## config.mk

```make
export PLATFORM = sky130hd
export DESIGN_NAME = sensor_scan_thermistor_pressure
export DESIGN_NICKNAME = d
export VERILOG_FILES = /design/src/hw/rtl/sstp_pkg.sv /design/src/hw/rtl/sstp_conv.sv /design/src/hw/rtl/sensor_scan_thermistor_pressure.sv
export SDC_FILE = /design/constraint.sdc
export NUM_CORES = 2
export LEC_CHECK = 0
export ABC_AREA = 1
export BUFFER_PORTS_ARGS = -buffer_cell sky130_fd_sc_hd__buf_2
export CAP_MARGIN = 20
export CELL_PAD_IN_SITES_DETAIL_PLACEMENT = 0
export CELL_PAD_IN_SITES_GLOBAL_PLACEMENT = 1
export CORE_MARGIN = 2
export CORE_UTILIZATION = 45
export DETAILED_ROUTE_END_ITERATION = 12
export GPL_TIMING_DRIVEN = 0
export PLACE_DENSITY = 0.76
export SYNTH_ARGS = -nofsm -noshare
export SYNTH_HDL_FRONTEND = slang
export SYNTH_SLANG_ARGS = --single-unit
```

## constraint.sdc

```tcl
create_clock -name i_clk -period 47.1 [get_ports i_clk]
set_clock_uncertainty 0.15 [all_clocks]
set_input_delay 7.065 -clock i_clk [delete_from_list [all_inputs] [get_ports i_clk]]
set_output_delay 7.065 -clock i_clk [all_outputs]
set_load 0.05 [all_outputs]
```

## src/hw/rtl/sstp_pkg.sv

```systemverilog
// Shared types, constants and register indexes for the thermistor/pressure scan.
package sstp_pkg;

    localparam int unsigned ThermSamplesDef = 8;
    localparam int unsigned PressSamplesDef = 8;

    localparam int unsigned AdcFull     = 8191;
    localparam int unsigned KelvinCenti = 27315;
    localparam logic [29:0] Ln2Q30      = 30'd744261118;
    localparam int          ValMax      = 131071;
    localparam int          ValMin      = -131072;

    localparam int unsigned CfgAddrW = 3;
    localparam int unsigned CfgDataW = 20;

    typedef enum logic [CfgAddrW-1:0] {
        REG_SERIES  = 3'd0,
        REG_NOMINAL = 3'd1,
        REG_BETA    = 3'd2,
        REG_NOMTEMP = 3'd3,
        REG_PFULL   = 3'd4,
        REG_PZERO   = 3'd5
    } t_reg_idx;

    typedef enum logic [1:0] {
        ST_OK   = 2'd0,
        ST_LOW  = 2'd1,
        ST_SAT  = 2'd2
    } t_status;

    // Sequencer states of the conversion engine.
    typedef enum logic [3:0] {
        S_IDLE,
        S_MUL_NUM,
        S_LOG_NUM,
        S_MUL_DEN,
        S_LOG_DEN,
        S_MUL_LN2,
        S_DIV_BETA,
        S_DIV_NOM,
        S_DIV_T,
        S_PRESS_AVG,
        S_PRESS_MUL,
        S_PRESS_DIV,
        S_FINISH,
        S_OUT
    } t_state;

    // Request from the top level to the conversion engine.
    typedef struct packed {
        logic        start;
        logic        press;
        logic [19:0] sum;
    } t_conv_req;

endpackage

```

## src/hw/rtl/sstp_conv.sv

```systemverilog
// Conversion engine: shift-add multiplier, restoring divider and squaring log2, all bit serial.
module sstp_conv #(
    parameter int unsigned THERM_SAMPLES = sstp_pkg::ThermSamplesDef,
    parameter int unsigned PRESSURE_SAMPLES = sstp_pkg::PressSamplesDef
) (
    input  logic                 i_clk,
    input  logic                 i_rst_n,
    input  sstp_pkg::t_conv_req  i_req,
    input  logic [19:0]          i_rs,
    input  logic [19:0]          i_r0,
    input  logic [15:0]          i_beta,
    input  logic [13:0]          i_tnom,
    input  logic [15:0]          i_pfull,
    input  logic [15:0]          i_pzero,
    output logic                 o_busy,
    output logic                 o_done,
    output logic [17:0]          o_value,
    output logic [1:0]           o_status
);
    localparam logic [19:0] FullT = 20'(sstp_pkg::AdcFull * THERM_SAMPLES);
    localparam logic [19:0] NT    = 20'(THERM_SAMPLES);

    sstp_pkg::t_state r_state, n_state;

    // shared shift-add multiplier (multiplicand up to 64 bits, multiplier up to 40)
    logic [63:0]  r_ma, n_ma;
    logic [39:0]  r_mb, n_mb;
    logic [79:0]  r_acc, n_acc;
    // restoring divider
    logic [79:0]  r_dq, n_dq;
    logic [63:0]  r_drem, n_drem;
    logic [63:0]  r_ddiv, n_ddiv;
    logic [6:0]   r_cnt, n_cnt;
    // log2 squaring unit
    logic [31:0]  r_m, n_m;
    logic [23:0]  r_frac, n_frac;
    logic [5:0]   r_exp, n_exp;
    logic [30:0]  r_lnum, n_lnum;
    logic         r_neg, n_neg;
    logic [63:0]  r_y, n_y;
    logic [17:0]  r_val, n_val;
    logic [1:0]   r_st, n_st;
    logic         r_press, n_press;
    logic [19:0]  r_sum, n_sum;

    logic [63:0]  w_sq;
    logic [64:0]  w_sub;
    logic [5:0]   w_lead;
    logic [63:0]  w_x;
    logic signed [64:0] w_t;
    logic signed [64:0] w_p;

    always_ff @(posedge i_clk) begin
        if (!i_rst_n) begin
            r_state <= sstp_pkg::S_IDLE;
        end else begin
            r_state <= n_state;
        end
        r_ma <= n_ma; r_mb <= n_mb; r_acc <= n_acc;
        r_dq <= n_dq; r_drem <= n_drem; r_ddiv <= n_ddiv; r_cnt <= n_cnt;
        r_m <= n_m; r_frac <= n_frac; r_exp <= n_exp; r_lnum <= n_lnum;
        r_neg <= n_neg; r_y <= n_y; r_val <= n_val; r_st <= n_st;
        r_press <= n_press; r_sum <= n_sum;
    end

    // squaring of Q1.30 mantissa: 31x31, within one multiplier
    assign w_sq  = 64'(r_m[30:0]) * 64'(r_m[30:0]);
    assign w_sub = {r_drem[62:0], r_dq[79]} - {1'b0, r_ddiv};
    assign w_x   = r_acc[63:0];

    always_comb begin
        w_lead = '0;
        for (int i = 0; i < 64; i++) begin
            if (w_x[i]) w_lead = 6'(i);
        end
    end

    assign w_t = $signed({1'b0, r_dq[63:0]}) - 65'sd27315;
    assign w_p = $signed({49'd0, i_pzero}) +
                 (r_neg ? -$signed({1'b0, r_dq[63:0]}) : $signed({1'b0, r_dq[63:0]}));

    always_comb begin
        n_state = r_state;
        n_ma = r_ma; n_mb = r_mb; n_acc = r_acc;
        n_dq = r_dq; n_drem = r_drem; n_ddiv = r_ddiv; n_cnt = r_cnt;
        n_m = r_m; n_frac = r_frac; n_exp = r_exp; n_lnum = r_lnum;
        n_neg = r_neg; n_y = r_y; n_val = r_val; n_st = r_st;
        n_press = r_press; n_sum = r_sum;
        o_done = 1'b0;
        unique case (r_state)
            sstp_pkg::S_IDLE: begin
                if (i_req.start) begin
                    n_press = i_req.press;
                    n_sum   = i_req.sum;
                    n_acc   = '0;
                    n_cnt   = '0;
                    if (i_req.press) begin
                        // floor average first, then the linear map
                        n_dq = 80'(i_req.sum);
                        n_drem = '0;
                        n_ddiv = 64'(PRESSURE_SAMPLES);
                        n_state = sstp_pkg::S_PRESS_AVG;
                    end else if (i_req.sum < NT) begin
                        n_val = 18'(-sstp_pkg::KelvinCenti);
                        n_st = sstp_pkg::ST_LOW;
                        n_state = sstp_pkg::S_OUT;
                    end else if (i_req.sum >= FullT || i_rs == '0 || i_r0 == '0 ||
                                 i_beta == '0) begin
                        n_val = 18'(-sstp_pkg::KelvinCenti);
                        n_st = sstp_pkg::ST_SAT;
                        n_state = sstp_pkg::S_OUT;
                    end else begin
                        n_ma = 64'(i_rs);
                        n_mb = 40'(i_req.sum);
                        n_state = sstp_pkg::S_MUL_NUM;
                    end
                end
            end
            sstp_pkg::S_MUL_NUM, sstp_pkg::S_MUL_DEN, sstp_pkg::S_PRESS_MUL: begin
                if (r_mb[0]) n_acc = r_acc + 80'(r_ma);
                n_ma = r_ma << 1;
                n_mb = r_mb >> 1;
                if (r_mb == '0) begin
                    n_cnt = '0;
                    unique case (r_state)
                        sstp_pkg::S_MUL_NUM, sstp_pkg::S_MUL_DEN: begin
                            n_exp = w_lead;
                            n_m = (w_lead >= 6'd30) ? 32'(w_x >> (w_lead - 6'd30))
                                                    : 32'(w_x << (6'd30 - w_lead));
                            n_frac = '0;
                            n_state = (r_state == sstp_pkg::S_MUL_NUM) ?
                                      sstp_pkg::S_LOG_NUM : sstp_pkg::S_LOG_DEN;
                        end
                        default: begin
                            // |prod| + 32764, divided by 65528
                            n_dq = 80'(r_acc[63:0] + 64'd32764);
                            n_drem = '0;
                            n_ddiv = 64'd65528;
                            n_state = sstp_pkg::S_PRESS_DIV;
                        end
                    endcase
                end
            end
            sstp_pkg::S_LOG_NUM, sstp_pkg::S_LOG_DEN: begin
                n_frac = {r_frac[22:0], 1'b0};
                n_m = w_sq[61:30];
                if (w_sq[61]) begin
                    n_m = 32'(w_sq[61:31]);
                    n_frac[0] = 1'b1;
                end
                n_cnt = r_cnt + 7'd1;
                if (r_cnt == 7'd23) begin
                    if (r_state == sstp_pkg::S_LOG_NUM) begin
                        n_lnum = {1'b0, r_exp, n_frac};
                        n_ma = 64'(i_r0);
                        n_mb = 40'(FullT - r_sum);
                        n_acc = '0;
                        n_state = sstp_pkg::S_MUL_DEN;
                    end else begin
                        logic signed [31:0] d;
                        d = $signed({1'b0, r_lnum}) - $signed({2'b0, r_exp, n_frac});
                        n_neg = d[31];
                        n_ma = 64'(d[31] ? -d : d);
                        n_mb = 40'(sstp_pkg::Ln2Q30);
                        n_acc = '0;
                        n_state = sstp_pkg::S_MUL_LN2;
                    end
                end
            end
            sstp_pkg::S_MUL_LN2: begin
                if (r_mb[0]) n_acc = r_acc + 80'(r_ma);
                n_ma = r_ma << 1;
                n_mb = r_mb >> 1;
                if (r_mb == '0) begin
                    n_dq = r_acc;
                    n_drem = '0;
                    n_ddiv = 64'({i_beta, 14'd0});
                    n_cnt = '0;
                    n_state = sstp_pkg::S_DIV_BETA;
                end
            end
            sstp_pkg::S_DIV_BETA, sstp_pkg::S_DIV_NOM, sstp_pkg::S_DIV_T,
            sstp_pkg::S_PRESS_AVG, sstp_pkg::S_PRESS_DIV: begin
                // one quotient bit a cycle
                n_dq = {r_dq[78:0], ~w_sub[64]};
                n_drem = w_sub[64] ? {r_drem[62:0], r_dq[79]} : w_sub[63:0];
                n_cnt = r_cnt + 7'd1;
                if (r_cnt == 7'd79) begin
                    n_cnt = '0;
                    unique case (r_state)
                        sstp_pkg::S_DIV_BETA: begin
                            n_y = r_neg ? -n_dq[63:0] : n_dq[63:0];
                            n_dq = 80'(100) << 40;
                            n_drem = '0;
                            n_ddiv = 64'(i_tnom) + 64'(sstp_pkg::KelvinCenti);
                            n_state = sstp_pkg::S_DIV_NOM;
                        end
                        sstp_pkg::S_DIV_NOM: begin
                            logic [63:0] y;
                            y = r_y + n_dq[63:0];
                            n_y = y;
                            if (y[63] || y == '0) begin
                                n_val = 18'(sstp_pkg::ValMax);
                                n_st = sstp_pkg::ST_SAT;
                                n_state = sstp_pkg::S_OUT;
                            end else begin
                                n_dq = (80'(100) << 40) + 80'(y >> 1);
                                n_drem = '0;
                                n_ddiv = y;
                                n_state = sstp_pkg::S_DIV_T;
                            end
                        end
                        sstp_pkg::S_PRESS_AVG: begin
                            logic signed [17:0] span;
                            logic signed [19:0] x;
                            span = $signed({2'b0, i_pfull}) - $signed({2'b0, i_pzero});
                            x = $signed(20'(n_dq[12:0]) * 20'd10) - 20'sd8191;
                            n_neg = span[17] ^ x[19];
                            n_ma = 64'(span[17] ? -span : span);
                            n_mb = 40'(x[19] ? -x : x);
                            n_acc = '0;
                            n_state = sstp_pkg::S_PRESS_MUL;
                        end
                        default: n_state = sstp_pkg::S_FINISH;
                    endcase
                end
            end
            sstp_pkg::S_FINISH: begin
                n_state = sstp_pkg::S_OUT;
                n_st = sstp_pkg::ST_OK;
                if (r_press) begin
                    if (w_p > 65'sd131071) begin
                        n_val = 18'(sstp_pkg::ValMax); n_st = sstp_pkg::ST_SAT;
                    end else if (w_p < -65'sd131072) begin
                        n_val = 18'(sstp_pkg::ValMin); n_st = sstp_pkg::ST_SAT;
                    end else begin
                        n_val = w_p[17:0];
                    end
                end else if (w_t > 65'sd131071) begin
                    n_val = 18'(sstp_pkg::ValMax); n_st = sstp_pkg::ST_SAT;
                end else begin
                    n_val = w_t[17:0];
                end
            end
            sstp_pkg::S_OUT: begin
                o_done = 1'b1;
                n_state = sstp_pkg::S_IDLE;
            end
            default: n_state = sstp_pkg::S_IDLE;
        endcase
    end

    assign o_busy   = (r_state != sstp_pkg::S_IDLE);
    assign o_value  = r_val;
    assign o_status = r_st;
endmodule

```

## src/hw/rtl/sensor_scan_thermistor_pressure.sv

```systemverilog
// Top level of the thermistor/pressure scan: sample averaging, slot sequencing, result register.
// Each ADC item is accepted with its handshake; the item that closes a slot starts the bit-serial
// conversion engine and the input stalls until it finishes. The conversion of a thermistor slot
// runs two shift-add multiplies, two 24-step log2 squarings, an ln2 multiply, three 80-step
// restoring divisions, a start, a finish and an output state; a pressure slot runs an 80-step
// averaging division, a multiply, an 80-step division, a start, a finish and an output state;
// an average below one or a rail or zero-register slot goes straight to the output state.
// The input is held off while the engine is busy.
// The result is held in an output register so the next slot's samples flow while it waits;
// only the item that closes the next slot waits for it to be taken.
module sensor_scan_thermistor_pressure #(
    parameter int unsigned THERM_SAMPLES = sstp_pkg::ThermSamplesDef,
    parameter int unsigned PRESSURE_SAMPLES = sstp_pkg::PressSamplesDef
) (
    input  logic        i_clk,
    input  logic        i_rst_n,
    input  logic        s_axis_tvalid,
    output logic        s_axis_tready,
    input  logic [15:0] s_axis_tdata,   // [12:0] raw_sample
    output logic        m_axis_tvalid,
    input  logic        m_axis_tready,
    output logic [31:0] m_axis_tdata,   // slot_index, mux_number, channel_number,
                                        // sensor_kind, reading_value, reading_status
    output logic        m_axis_tlast,   // scan_done
    input  logic        i_cfg_valid,
    output logic        o_cfg_ready,
    input  logic [sstp_pkg::CfgAddrW-1:0] i_cfg_index,
    input  logic [sstp_pkg::CfgDataW-1:0] i_cfg_data
);
    logic [19:0] r_rs, r_r0;
    logic [15:0] r_beta, r_pfull, r_pzero;
    logic [13:0] r_tnom;
    logic [4:0]  r_slot;
    logic [6:0]  r_cnt;
    logic [19:0] r_acc;
    logic [4:0]  r_cslot;
    logic        r_ovalid;
    logic [31:0] r_odata;
    logic        r_olast;

    sstp_pkg::t_conv_req r_req;
    logic        w_busy, w_done;
    logic [17:0] w_val;
    logic [1:0]  w_st;
    logic        w_acc_in, w_press, w_last;
    logic [19:0] w_sum;
    logic [6:0]  w_n;

    assign o_cfg_ready   = 1'b1;
    assign s_axis_tready = !w_busy && !r_req.start && !(r_ovalid && w_last);
    assign w_acc_in = s_axis_tvalid && s_axis_tready;
    assign w_press  = (r_slot >= 5'd28);
    assign w_n      = w_press ? 7'(PRESSURE_SAMPLES) : 7'(THERM_SAMPLES);
    assign w_sum    = r_acc + 20'(s_axis_tdata[12:0]);
    assign w_last   = ((r_cnt + 7'd1) >= w_n);

    always_ff @(posedge i_clk) begin
        if (!i_rst_n) begin
            r_rs <= 20'd10000; r_r0 <= 20'd10000; r_beta <= 16'd3950;
            r_tnom <= 14'd2500; r_pfull <= 16'd10000; r_pzero <= '0;
            r_slot <= '0; r_cnt <= '0; r_acc <= '0; r_ovalid <= 1'b0;
            r_req <= '0;
        end else begin
            r_req.start <= 1'b0;
            if (i_cfg_valid) begin
                unique case (i_cfg_index)
                    sstp_pkg::REG_SERIES:  r_rs    <= i_cfg_data;
                    sstp_pkg::REG_NOMINAL: r_r0    <= i_cfg_data;
                    sstp_pkg::REG_BETA:    r_beta  <= i_cfg_data[15:0];
                    sstp_pkg::REG_NOMTEMP: r_tnom  <= i_cfg_data[13:0];
                    sstp_pkg::REG_PFULL:   r_pfull <= i_cfg_data[15:0];
                    sstp_pkg::REG_PZERO:   r_pzero <= i_cfg_data[15:0];
                    default: ;
                endcase
            end
            if (w_acc_in) begin
                if (w_last) begin
                    r_req.start <= 1'b1;
                    r_req.press <= w_press;
                    r_req.sum   <= w_sum;
                    r_cslot <= r_slot;
                    r_slot <= r_slot + 5'd1;
                    r_cnt <= '0;
                    r_acc <= '0;
                end else begin
                    r_cnt <= r_cnt + 7'd1;
                    r_acc <= w_sum;
                end
            end
            if (m_axis_tvalid && m_axis_tready) r_ovalid <= 1'b0;
            if (w_done) begin
                r_ovalid <= 1'b1;
                r_odata  <= {1'b0, w_st, w_val, r_cslot >= 5'd28, ~r_cslot[3:0],
                             r_cslot[4], r_cslot};
                r_olast  <= (r_cslot == 5'd31);
            end
        end
    end

    sstp_conv #(
        .THERM_SAMPLES(THERM_SAMPLES),
        .PRESSURE_SAMPLES(PRESSURE_SAMPLES)
    ) u_conv (
        .i_clk(i_clk), .i_rst_n(i_rst_n), .i_req(r_req),
        .i_rs(r_rs), .i_r0(r_r0), .i_beta(r_beta), .i_tnom(r_tnom),
        .i_pfull(r_pfull), .i_pzero(r_pzero),
        .o_busy(w_busy), .o_done(w_done), .o_value(w_val), .o_status(w_st)
    );

    assign m_axis_tvalid = r_ovalid;
    assign m_axis_tdata  = r_odata;
    assign m_axis_tlast  = r_olast;
endmodule

```

==> results.cfg <==
[status]
outcome = completed

[global_route]
grt_pass1_wl_mm = 547
grt_antenna_before_repair = 21
grt_max_degree = 39
overflow = 0
grt_usage_pct = 37.4
grt_pass1_vias = 81100

[cts]
cts_buffers = 98
clock-sinks = 791
postCtsSetupBuffers = 0
clock_latency_ns = 0.80
htreeDepth = 3
hold_buffers = 0
cts_tree = yes
cts_buffer_depth = 3
root_buffer = clkbuf_16
cts_resized = 0
cts.clk_slew.worst_paths_ns = 0.06

[floorplanning]
initial_core_util_pct = 45.4
std_cell_rows = 162
die_h_um = 448
die_x_um = 448
io_pins = 80
die_area_um2 = 201000
core_um2 = 195000

[worst_setup_path]
max_stage_delay_ns = 0.89
cp.arrival_ns = 15.56
required_ns = 47.52
rr_worst_depth = 63
cp_common_cell = nand2_1
rr_startpoint = u_conv.r_m[14]
ff2ff_setup_slack_ns = 31.96
crit_start = u_conv.r_m[14]
path_class = register to register
startpoint_type = register
cpMaxStageDelayCell = buf_1
timing.rr.end = u_conv.r_ma[30]
endpoint_kind = register
critPathMaxFanout = 11

[drt]
routed_wl_mm = 380
drcViolationCount = 0
drtIter0Drc = 10200
first_pass_iters = 9
routed-via-count = 83700
wl_per_cell_um = 26.1
drt-vias-per-instance = 5.74
antenna_left = 0

[synthesis]
synth_nets = 13000
avgSynthCellArea_um2 = 7.65
postSynthRegisterBits = 791
synth_edf_count = 630
synth_common_cells = nand2_1 (2295), inv_1 (2145), nor2_1 (907), nand3_1 (803), a21oi_1 (759)
yosysSeqAreaShare_pct = 25.0
synthTopCellsByArea = edfxtp_1 (21%), fa_1 (17%), nand2_1 (9.7%), inv_1 (9.1%), ha_1 (8.0%)
syn_inst = 11600
synth.largest_area_cell = edfxtp_1
ys.flop_type = edfxtp_1
netlist_area_um2 = 88700
synthArstFlopShare_pct = 0
synth.most_common_cell = nand2_1
ys_types = 94
ys_warn_count = 0
synth_top_area_share_pct = 21.3

[finish]
seq_area_um2 = 22100
multi_input_area_um2 = 56500
n_fill_cell = 19700
drive_above_1_share_pct = 5.32
nets = 13200
syn_to_final_growth_pct = 9.21
fin_util_pct = 49.6

[min_path]
hold_class = register to register
min_path_cells = 0
holdPathEnd = m_axis_tdata[25]
min_from = u_conv.o_value[14]

[sta]
final.setup.worst_slack_ns = 31.96
hold_viol = 0
rsz0062_at_grt = no
setup_viol = 0
period_needed_ns = 15.14
slew_headroom_pct = 13.8
holdWs_ns = 0.269
max_freq_mhz = 66.1
final-max-slew-violation-count = 0
worst_pin_slew_ns = 1.28
tns_ns = 0
post-route-period-util_pct = 32.1

[flow_run]
cap_violations = 0

[placed_design]
dp_hpwl_mm = 316
port_buffers = 73
dp_worst_setup_slack_ns = 31.55
routabilityCongestion = 1.02
[cell type report]
class / count / area share [%]
diodes: 6 / 0.0155
plain buffers: 439 / 2.05
clock buffers: 116 / 2.64
clock inverters: 69 / 0.860
inverters: 2182 / 8.46
multi-input cells: 8185 / 58.3
flip-flops and latches: 791 / 22.9
well taps: 2624 / 3.39
repair buffers: 164 / 1.45
[worst max path at each step]
stage	to	cells past startpoint
2_1_floorplan	u_conv.r_ma[0]	7
3_3_place_gp	u_conv.r_mb[39]	7
3_5_place_dp	u_conv.r_ma[25]	64
4_1_cts	u_conv.r_ma[25]	64
5_1_grt	u_conv.r_ma[30]	66
6_report	u_conv.r_ma[30]	63
[flip-flops by register name (all words and copies together) (netlist names), 31 cells and up]
| name | flops |
|---|---|
| u_conv.r_y | 64 |
| u_conv.r_ma | 64 |
| u_conv.r_m | 31 |
| u_conv.r_drem | 63 |
| u_conv.r_acc | 80 |
| u_conv.r_ddiv | 64 |
| u_conv.r_dq | 80 |
| u_conv.r_mb | 40 |
[per-stage QoR]
step,area [µm²],cells
after floorplan,88700,11600
after global placement,92400,14300
after detailed placement,93200,14400
after CTS,96600,14600
after global routing,96900,14600
final,96900,14600
[cells by family after synthesis]
family	synth area share [%]
and+or+nand+nor	21.3
buffers and inverters	11.5
AOI/OAI and AO/OA	12.9
adders and majority gates	25.1
DFF	25.0
xor gates and xnor gates	4.22
other	0.00847
muxes	0.0127
[worst max-delay path, delay by kind of cell, from the launching register on]
| kind | cells | cell delay [ns] |
|---|---|---|
| AOI/OAI and AO/OA | 11 | 2.53 |
| adders and majority gates | 11 | 5.06 |
| buffers and inverters | 12 | 3.45 |
| DFF | 1 | 0.70 |
| and+or+nand+nor | 29 | 2.99 |
[cells in the final DEF (no fill, tap or decap), types with 33 or more instances in the layout]
cell type / Yosys / routed
nor2_1: 907 / 903
a21oi_1: 759 / 759
nand4_1: 95 / 95
nand2_1: 2295 / 2295
nor4_1: 73 / 71
inv_1: 2145 / 2145
buf_4: 11 / 41
edfxtp_1: 630 / 630
clkbuf_16: 0 / 98
xor2_1: 321 / 321
fa_1: 757 / 757
a22oi_1: 40 / 40
nand3_1: 803 / 803
o21ai_0: 658 / 653
xnor2_1: 89 / 89
dfxtp_1: 161 / 161
a31oi_1: 55 / 55
nor3_1: 144 / 142
buf_1: 43 / 41
clkbuf_1: 334 / 346
buf_2: 23 / 105
or2_2: 33 / 33
ha_1: 567 / 567
o211ai_1: 63 / 63
o2111ai_1: 51 / 51
o21ai_1: 65 / 69
[per-layer routing]
metal  global-route usage [%]  vias to the layer above  share of wire [%]
met5                        0                        -             0.0034
met4                     13.9                        2                4.3
met3                     9.69                      709                 11
met2                     55.7                     4154                 42
met1                     52.2                    40700                 43
li1                         -                    38100                  -
Power is left out: the tool's default activity adds up to more than one toggle a clock period on the data nets, which glitch-free logic cannot reach.
